`config.mk`:
```
export PLATFORM = sky130hd
export DESIGN_NAME = closed_tour_length
export DESIGN_NICKNAME = d
export VERILOG_FILES = /design/src/ctl_pkg.sv /design/src/ctl_sqrt.sv /design/src/closed_tour_length.sv
export SDC_FILE = /design/constraint.sdc
export NUM_CORES = 2
export LEC_CHECK = 0
export BUFFER_PORTS_ARGS = -buffer_cell sky130_fd_sc_hd__buf_2
export CAP_MARGIN = 20
export CORE_MARGIN = 2
export CORE_UTILIZATION = 60
export DETAILED_ROUTE_END_ITERATION = 12
export PLACE_DENSITY = 0.77
export RECOVER_POWER = 100
export SYNTH_ARGS = -nofsm -noshare
export SYNTH_HDL_FRONTEND = slang
export SYNTH_SLANG_ARGS = --single-unit
```
`constraint.sdc`:
```
create_clock -name i_clk -period 8.9 [get_ports i_clk]
set_input_delay 1.78 -clock i_clk [delete_from_list [all_inputs] [get_ports i_clk]]
set_output_delay 1.78 -clock i_clk [all_outputs]
set_load 0.05 [all_outputs]
```
`src/ctl_pkg.sv`:
```
// shared constants and types for the closed tour length block
// no dependencies
`default_nettype none

package ctl_pkg;

    // coordinate width default and fixed result format
    localparam int COORD_BITS_DEF = 16;
    localparam int FRAC_PAIRS     = 8;
    localparam int SUM_W          = 35;
    localparam logic [SUM_W-1:0] SUM_MAX = {SUM_W{1'b1}};

    typedef enum logic [2:0] {
        S_IDLE,
        S_DIFF,
        S_SQ,
        S_SUM,
        S_ROOT,
        S_ACC,
        S_EMIT
    } t_state;

endpackage

`default_nettype wire

```
`src/ctl_sqrt.sv`:
```
// bit-serial restoring square root, one root bit per cycle
// radicand shifts out two bits per cycle, zero pairs follow for fraction bits
// depends on ctl_pkg
`default_nettype none

module ctl_sqrt #(
    parameter int RAD_PAIRS  = ctl_pkg::COORD_BITS_DEF + 2,
    parameter int FRAC_PAIRS = ctl_pkg::FRAC_PAIRS
) (
    input  wire logic                              i_clk,
    input  wire logic                              i_rst_n,
    input  wire logic                              i_start,
    input  wire logic [2*RAD_PAIRS-1:0]            i_radicand,
    output logic                                   o_done,
    output logic [RAD_PAIRS+FRAC_PAIRS-1:0]        o_root
);
    import ctl_pkg::*;

    localparam int ROOT_W = RAD_PAIRS + FRAC_PAIRS;
    localparam int RAD_W  = 2 * RAD_PAIRS;
    localparam int REM_W  = ROOT_W + 3;
    localparam int CNT_W  = $clog2(ROOT_W);

    logic [RAD_W-1:0]  r_rad;
    logic [REM_W-1:0]  r_rem;
    logic [ROOT_W-1:0] r_root;
    logic [CNT_W-1:0]  r_cnt;
    logic              r_busy;
    logic              r_done;

    logic [REM_W-1:0]  rem_sh;
    logic [REM_W-1:0]  trial;
    logic [REM_W:0]    diff;
    logic              fits;

    // bring down the next radicand pair and try the next root bit
    assign rem_sh = {r_rem[REM_W-3:0], r_rad[RAD_W-1 -: 2]};
    assign trial  = {1'b0, r_root, 2'b01};
    assign diff   = {1'b0, rem_sh} - {1'b0, trial};
    assign fits   = ~diff[REM_W];

    always_ff @(posedge i_clk) begin
        if (!i_rst_n) begin
            r_busy <= 1'b0;
            r_done <= 1'b0;
        end else begin
            r_done <= r_busy && (r_cnt == '0);
            if (i_start) begin
                r_busy <= 1'b1;
            end else if (r_busy && (r_cnt == '0)) begin
                r_busy <= 1'b0;
            end
        end
        if (i_start) begin
            r_rad  <= i_radicand;
            r_rem  <= '0;
            r_root <= '0;
            r_cnt  <= CNT_W'(ROOT_W - 1);
        end else if (r_busy) begin
            r_rad  <= {r_rad[RAD_W-3:0], 2'b00};
            r_rem  <= fits ? diff[REM_W-1:0] : rem_sh;
            r_root <= {r_root[ROOT_W-2:0], fits};
            r_cnt  <= r_cnt - 1'b1;
        end
    end

    assign o_done = r_done;
    assign o_root = r_root;

endmodule

`default_nettype wire

```
`src/closed_tour_length.sv`:
```
// closed tour length: a first point is only registered; a middle point passes accept,
// the DIFF, SQ and SUM steps, COORD_BITS + 10 root bits one per cycle, then ACC; a final
// point runs two legs (its own and the closing one) and then EMIT, which waits while
// an earlier result still waits at a stalled output. one item is worked on at a time; the
// output register lets the next item enter while a result waits. synchronous active-low
// reset clears the sequencer, tour flag, running sum and output valid. uses ctl_pkg, ctl_sqrt
`default_nettype none

module closed_tour_length #(
    parameter int COORD_BITS = ctl_pkg::COORD_BITS_DEF
) (
    input  wire logic                         i_clk,
    input  wire logic                         i_rst_n,
    // input item channel
    input  wire logic                         i_valid,
    output logic                              o_stall,
    input  wire logic [COORD_BITS-1:0]        i_point_x,
    input  wire logic [COORD_BITS-1:0]        i_point_y,
    input  wire logic                         i_tour_end,
    // result item channel
    output logic                              o_valid,
    input  wire logic                         i_stall,
    output logic [ctl_pkg::SUM_W-1:0]         o_tour_length
);
    import ctl_pkg::*;

    // coordinate difference magnitude, square, radicand and root widths
    localparam int DIFF_W    = COORD_BITS + 1;
    localparam int SQ_W      = 2 * DIFF_W;
    localparam int RAD_PAIRS = COORD_BITS + 2;
    localparam int RAD_W     = 2 * RAD_PAIRS;
    localparam int ROOT_W    = RAD_PAIRS + FRAC_PAIRS;

    t_state r_state, n_state;

    // tour state
    logic                  r_in_tour, n_in_tour;
    logic [COORD_BITS-1:0] r_first_x, n_first_x, r_first_y, n_first_y;
    logic [COORD_BITS-1:0] r_prev_x, n_prev_x, r_prev_y, n_prev_y;
    logic [SUM_W-1:0]      r_len, n_len;

    // leg operands: from point a to point b
    logic [COORD_BITS-1:0] r_ax, n_ax, r_ay, n_ay, r_bx, n_bx, r_by, n_by;
    logic                  r_last, n_last;
    logic                  r_close, n_close;

    // datapath pipeline registers
    logic [DIFF_W-1:0]     r_dx, n_dx, r_dy, n_dy;
    logic [SQ_W-1:0]       r_sqx, n_sqx, r_sqy, n_sqy;

    // output register
    logic                  r_out_valid, n_out_valid;
    logic [SUM_W-1:0]      r_out, n_out;

    logic                  accept;
    logic                  out_free;
    logic [DIFF_W-1:0]     dx_raw, dy_raw;
    logic [RAD_W-1:0]      radicand;
    logic                  sqrt_start;
    logic                  sqrt_done;
    logic [ROOT_W-1:0]     leg;
    logic [SUM_W:0]        sum_wide;
    logic [SUM_W-1:0]      sum_sat;

    assign accept   = i_valid && (r_state == S_IDLE);
    assign out_free = !r_out_valid || !i_stall;

    // signed differences, sign-extended by one bit so they never overflow
    assign dx_raw = {r_bx[COORD_BITS-1], r_bx} - {r_ax[COORD_BITS-1], r_ax};
    assign dy_raw = {r_by[COORD_BITS-1], r_by} - {r_ay[COORD_BITS-1], r_ay};

    // squared distance, two bits wider than either square
    assign radicand = RAD_W'(r_sqx) + RAD_W'(r_sqy);

    // saturating accumulate: clamp once the sum reaches the all-ones value
    assign sum_wide = (SUM_W + 1)'(r_len) + (SUM_W + 1)'(leg);
    assign sum_sat  = (sum_wide >= {1'b0, SUM_MAX}) ? SUM_MAX : sum_wide[SUM_W-1:0];

    ctl_sqrt #(
        .RAD_PAIRS  (RAD_PAIRS),
        .FRAC_PAIRS (FRAC_PAIRS)
    ) u_sqrt (
        .i_clk      (i_clk),
        .i_rst_n    (i_rst_n),
        .i_start    (sqrt_start),
        .i_radicand (radicand),
        .o_done     (sqrt_done),
        .o_root     (leg)
    );

    // next state
    always_comb begin
        n_state = r_state;
        case (r_state)
            S_IDLE: begin
                if (accept) begin
                    if (r_in_tour) begin
                        n_state = S_DIFF;
                    end else if (i_tour_end) begin
                        // single-point tour goes straight out with zero
                        n_state = S_EMIT;
                    end
                end
            end
            S_DIFF: n_state = S_SQ;
            S_SQ:   n_state = S_SUM;
            S_SUM:  n_state = S_ROOT;
            S_ROOT: begin
                if (sqrt_done) begin
                    n_state = S_ACC;
                end
            end
            S_ACC: begin
                if (r_last && !r_close) begin
                    // closing leg back to the first point
                    n_state = S_DIFF;
                end else if (r_last) begin
                    n_state = S_EMIT;
                end else begin
                    n_state = S_IDLE;
                end
            end
            S_EMIT: begin
                if (out_free) begin
                    n_state = S_IDLE;
                end
            end
            default: n_state = S_IDLE;
        endcase
    end

    // datapath and outputs
    always_comb begin
        n_in_tour   = r_in_tour;
        n_first_x   = r_first_x;
        n_first_y   = r_first_y;
        n_prev_x    = r_prev_x;
        n_prev_y    = r_prev_y;
        n_len       = r_len;
        n_ax        = r_ax;
        n_ay        = r_ay;
        n_bx        = r_bx;
        n_by        = r_by;
        n_last      = r_last;
        n_close     = r_close;
        n_dx        = r_dx;
        n_dy        = r_dy;
        n_sqx       = r_sqx;
        n_sqy       = r_sqy;
        n_out       = r_out;
        n_out_valid = r_out_valid && i_stall;
        sqrt_start  = 1'b0;
        case (r_state)
            S_IDLE: begin
                if (accept) begin
                    n_in_tour = !i_tour_end;
                    n_last    = i_tour_end;
                    n_close   = 1'b0;
                    n_prev_x  = i_point_x;
                    n_prev_y  = i_point_y;
                    if (!r_in_tour) begin
                        n_first_x = i_point_x;
                        n_first_y = i_point_y;
                        n_len     = '0;
                    end else begin
                        n_ax = r_prev_x;
                        n_ay = r_prev_y;
                        n_bx = i_point_x;
                        n_by = i_point_y;
                    end
                end
            end
            S_DIFF: begin
                n_dx = dx_raw[DIFF_W-1] ? (DIFF_W'(0) - dx_raw) : dx_raw;
                n_dy = dy_raw[DIFF_W-1] ? (DIFF_W'(0) - dy_raw) : dy_raw;
            end
            S_SQ: begin
                n_sqx = SQ_W'(r_dx) * SQ_W'(r_dx);
                n_sqy = SQ_W'(r_dy) * SQ_W'(r_dy);
            end
            S_SUM: begin
                sqrt_start = 1'b1;
            end
            S_ACC: begin
                n_len = sum_sat;
                if (r_last && !r_close) begin
                    n_ax    = r_bx;
                    n_ay    = r_by;
                    n_bx    = r_first_x;
                    n_by    = r_first_y;
                    n_close = 1'b1;
                end
            end
            S_EMIT: begin
                if (out_free) begin
                    n_out       = r_len;
                    n_out_valid = 1'b1;
                end
            end
            default: begin
                sqrt_start = 1'b0;
            end
        endcase
    end

    always_ff @(posedge i_clk) begin
        if (!i_rst_n) begin
            r_state     <= S_IDLE;
            r_in_tour   <= 1'b0;
            r_len       <= '0;
            r_out_valid <= 1'b0;
        end else begin
            r_state     <= n_state;
            r_in_tour   <= n_in_tour;
            r_len       <= n_len;
            r_out_valid <= n_out_valid;
        end
        r_first_x <= n_first_x;
        r_first_y <= n_first_y;
        r_prev_x  <= n_prev_x;
        r_prev_y  <= n_prev_y;
        r_ax      <= n_ax;
        r_ay      <= n_ay;
        r_bx      <= n_bx;
        r_by      <= n_by;
        r_last    <= n_last;
        r_close   <= n_close;
        r_dx      <= n_dx;
        r_dy      <= n_dy;
        r_sqx     <= n_sqx;
        r_sqy     <= n_sqy;
        r_out     <= n_out;
    end

    // input side waits whenever a point is in progress
    assign o_stall       = (r_state != S_IDLE);
    assign o_valid       = r_out_valid;
    assign o_tour_length = r_out;

endmodule

`default_nettype wire

```
* Word-level counts from Yosys, hierarchy flattened *
Index checks and enable logic that the tools add are counted.

storage, ports and cells
  register bits after elaboration = 403
  latch bits = 0
  bits in writable memories = 0
  memory bits (read-only) = 0
  input bits = 37
  output and inout bits = 37
  word-level logic and storage cells = 116
  memories = 0

operators by class
  add/subtract/negate cells = 8
  multipliers = 2
  div/mod/pow operators = 0
  magnitude comparators = 1
  equality and inequality tests = 13
  shift operators = 0
  mux-type cells = 41
  bitwise logic cells = 2
  reductions and logical operators = 22

operators by type and width
  operator               count
  $mux 16                14
  $pmux 16 s2            4
  $mux 35                3
  $mux 36                2
  $pmux 35 s2            1
  $mul 17x17->34         2
  $add 35x26->36         1
  $ge 36x35->1 const B   1
  $add 34x34->35         1
  $sub 1x17->17 const A  2
  $sub 16x16->17         2
  $sub 29x28->30         1
  $mux 27                1
  $mux 3                 7
  $pmux 3 s7             1
  $ne 2x2->1 const B     5
  $eq 3x3->1 const B     3
  $reduce_and 3->1       3
  $reduce_and 4->1       2
  $mux 1                 7
  $eq 3x2->1 const B     2
  $reduce_bool 2->1      3
  $logic_not 5->1        1
  $sub 5x1->5 const B    1
  11 further kinds       19

* Longest topological paths before layout *
  word-level depth = 4
  gate-level depth with buffers = 26
  depth with buffers taken out = 26

* By module *
From an unflattened synthesis, not the netlist that was laid out.

unflattened totals
  cell total of the unflattened synthesis = 3769
  area, all modules = 37275.8 sq um

by module, submodules not included
  module              times used  cells an instance  area an instance (sq um)  sequential area each (sq um)
  closed_tour_length  1           3193               31664.1                   8758.4
  ctl_sqrt            1           576                5611.6                    2282.2

* Least setup slack after synthesis *
No wires, ideal clock.

  path type = register to register
  start = reg r_dy[2]
  end = reg r_sqy[33] (data pin)
  setup time = 0.259 ns
  arrival time = 6.478 ns
  required time = 8.641 ns
  path slack = 2.163 ns
  cell stages (with the launch flop) = 26
  path buffers = 1
  clock period less this slack = 6.737 ns
  cells stage by stage = edfxtp_1 -> clkbuf_1 -> nand2_1 -> fa_1 -> inv_1 -> fa_1 -> inv_1 -> fa_1 -> inv_1 -> fa_1 -> fa_1 -> inv_1 -> fa_1 -> inv_1 -> ha_1 -> nand3_1 -> nor2_1 -> a211oi_1 -> a21oi_1 -> a311oi_1 -> o21ai_0 -> o21a_1 -> a211oi_1 -> o311a_1 -> a21oi_1 -> xnor2_1

between the ends
  longest elaborated chain between the ends = 1

ends and longest elaborated chain
  element                 RTL line                   RTL
  start, declared         closed_tour_length.sv:48   logic [DIFF_W-1:0] r_dx, n_dx, r_dy, n_dy;
  start signal, assigned  closed_tour_length.sv:229  r_dy <= n_dy;
  $mul 17x17->34          closed_tour_length.sv:179  n_sqy = SQ_W'(r_dy) * SQ_W'(r_dy);
  end signal, assigned    closed_tour_length.sv:231  r_sqy <= n_sqy;
  end, declared           closed_tour_length.sv:49   logic [SQ_W-1:0] r_sqx, n_sqx, r_sqy, n_sqy;

Every way passes these cells.
A chain may end at the register's enable or synchronous reset.

* Worst setup path after layout *
  start = reg r_dy[4]
  end = reg r_sqy[33] (data pin)

Same word-level chain as after synthesis.

==> flow_summary.toml <==
[route]
firstDrtPassIters = 8
vias_per_cell = 5.53
wirelength_um = 75200
vias = 25615
first_iter_violations = 1686
wl_per_cell_um = 16.2
drcViolationCount = 0
antenna_left = 0

[clock_network]
clk_pin_slew_ns = 0.06
cts_tree = "built"
cts_setup_buffers = 0
clock-root-buffer = "clkbuf_16"
numCtsBuffers = 46
cts_resized = 0
clockBufferDepth = 3
htreeDepth = 2
clk_latency_ns = 0.62
clock_sinks = 401
cts_hold_buf = 0

[synth]
synth_flop_cell = "edfxtp_1"
syn_nets = 4551
synth_area_sq_um = 36600
yosys_warnings = 0
netlist_top_cells_area = "edfxtp_1 25%, fa_1 21%, ha_1 12%"
syn_inst = 3793
syn_area_per_cell_sq_um = 9.66
synth_edf_count = 301
ys_ff_latch = 401
yosysTopAreaCell = "edfxtp_1"
yosysTopAreaCellShare_pct = 24.7
seq_area_frac_synth_pct = 30.1
synth_cell_types = 80
async_reset_ff_share_pct = 0

[critical_path]
crit_buf_inv = 6
slowest_delay_ns = 0.71
critPathKind = "reg2reg"
endpoint_kind = "flip-flop"
cp-start-kind = "flip-flop"
cp_slowest_cell = "edfxtp_1"
critical-path-top-delay-family = "adder cells"
worstPathArrival_ns = 8.02
critPathRequiredTime_ns = 9.24
crit_fanout = 17

[global_route]
use_met3_pct = 4.30
grt_pass1_wl_um = 127000
grt_use_met2_pct = 39.8
grtUsageTotal_pct = 24.6
grt_max_degree = 80
grt-ovfl-total = 0
grt_pass1_vias = 25718
busiest_layer = "met2"
antenna_found_initial = 1
grt_use_met1_pct = 34.0

[timing]
tightest_slew_ns = 3.64
rsz0062_at_grt = "false"
finalMaxSlewViolations = 723
fin_ws_ns = 1.22
setup_violations = 0
fin_crit_sh_pct = 86.3
max_freq_ghz = 0.130
tns_ns = 0
timing.final.crit_period_ns = 7.68
relSlewSlack_pct = -143
hold_viol_final = 0
skew_ns = 0.0311

[job]
drv_cap = 14

[hold_path]
holdCritPathClass = "reg2reg"

[floorplan]
io_pins = 74
initial_core_util_pct = 60.7
die_area_sq_um = 63000
core_sq_um = 60400
die_h_um = 251
num_rows = 90
die_w_um = 251

[cells_and_area]
syn_to_final_growth_pct = 6.58
antenna_cells = 0
nNetsFinal = 4571
drive_above_1_share_pct = 2.55

[placed_design]
place.gp.congestion = 0.930
portBuffers = 73
pre_cts_ws_ns = 1.33
hpwl_um = 57800

[outcome]
outcome = "finished, violations left"
violations = "capacitance limit, slew limit"
-- registers in the layout, indices dropped and copies added, names as in the netlist, 3 cells and up --
register / flops
u_sqrt.r_rad: 36
o_tour_length: 35
r_len: 35
r_sqx: 33
r_sqy: 33
u_sqrt.r_rem: 27
u_sqrt.o_root: 26
r_dx: 17
r_dy: 17
r_ax: 16
r_ay: 16
r_bx: 16
r_by: 16
r_first_x: 16
r_first_y: 16
r_prev_x: 16
r_prev_y: 16
u_sqrt.r_cnt: 5
r_state: 3
-- layer usage --
metal | part of all wire [%] | up-vias
met4 | 3.1 | 2
met2 | 46 | 713
li1 | - | 12476
met1 | 45 | 12288
met3 | 5.9 | 136
met5 | 0.017 | -
-- layout make-up --
type / instances / area [sq um]
multi-input combinational: 2609 / 22700
fill: 4827 / 21300
inverter: 666 / 2500
tap: 782 / 978
clock buffer: 54 / 1180
sequential: 401 / 11000
clock inverter: 30 / 345
timing repair buffer: 89 / 342
-- logic make-up after synthesis --
family / count (synthesis) / synth area share [%]
AO/OA/AOI/OAI: 575 / 9.85
XOR/XNOR: 195 / 4.66
adder cells (fa/ha/maj): 721 / 32.5
buffers and inverters: 783 / 8.03
flip-flops: 401 / 30.1
multiplexers: 49 / 1.35
AND/OR/NAND/NOR: 1069 / 13.5
-- through the flow --
stage          std cells  cell area (sq um)  util [%]  hold WS (ns)
2_1_floorplan       3793              36600         -         0.437
3_3_place_gp        4547              37700      62.5         0.450
3_5_place_dp        4547              37700      62.5         0.449
4_1_cts             4631              39200      65.0         0.466
5_1_grt             4631              39000      64.7         0.478
6_report            4631              39000      64.7         0.465
-- cell usage after synthesis (all sizes together), types with 17 or more instances --
cell	number
inv	665
nor2b	35
a21o	60
mux2i	45
ha	338
nand2	507
a211oi	32
a21oi	194
o21a	22
edfxtp	301
fa	383
xor2	60
and3	23
nand3	38
a31oi	20
o21ai	126
nor3	69
nor2	174
dfxtp	100
and2	123
nand2b	17
clkbuf	112
xnor2	135
-- path summary, 6_finish.rpt --
path | end | slack [ns] | start | cells past startpoint
setup reg to reg | r_sqy[33] | 1.22 | r_dy[4] | 25
hold / removal | o_tour_length[21] | 0.46 | r_len[21] | 0
hold reg to reg | o_tour_length[21] | 0.46 | r_len[21] | 0
setup / recovery | r_sqy[33] | 1.22 | r_dy[4] | 25
-- placed cells by master (no fill, tap or decap), drive strengths merged, types with 69 or more instances in the layout --
| cell | synthesis | routed |
|---|---|---|
| a21oi | 194 | 194 |
| and2 | 123 | 123 |
| clkbuf | 112 | 141 |
| dfxtp | 100 | 100 |
| edfxtp | 301 | 301 |
| fa | 383 | 383 |
| ha | 338 | 338 |
| inv | 665 | 667 |
| nand2 | 507 | 507 |
| nor2 | 174 | 174 |
| nor3 | 69 | 69 |
| o21ai | 126 | 126 |
| xnor2 | 135 | 135 |
Power is not shown: default switching activity piles up to over one toggle a cycle in this logic, so the estimate is an artifact.
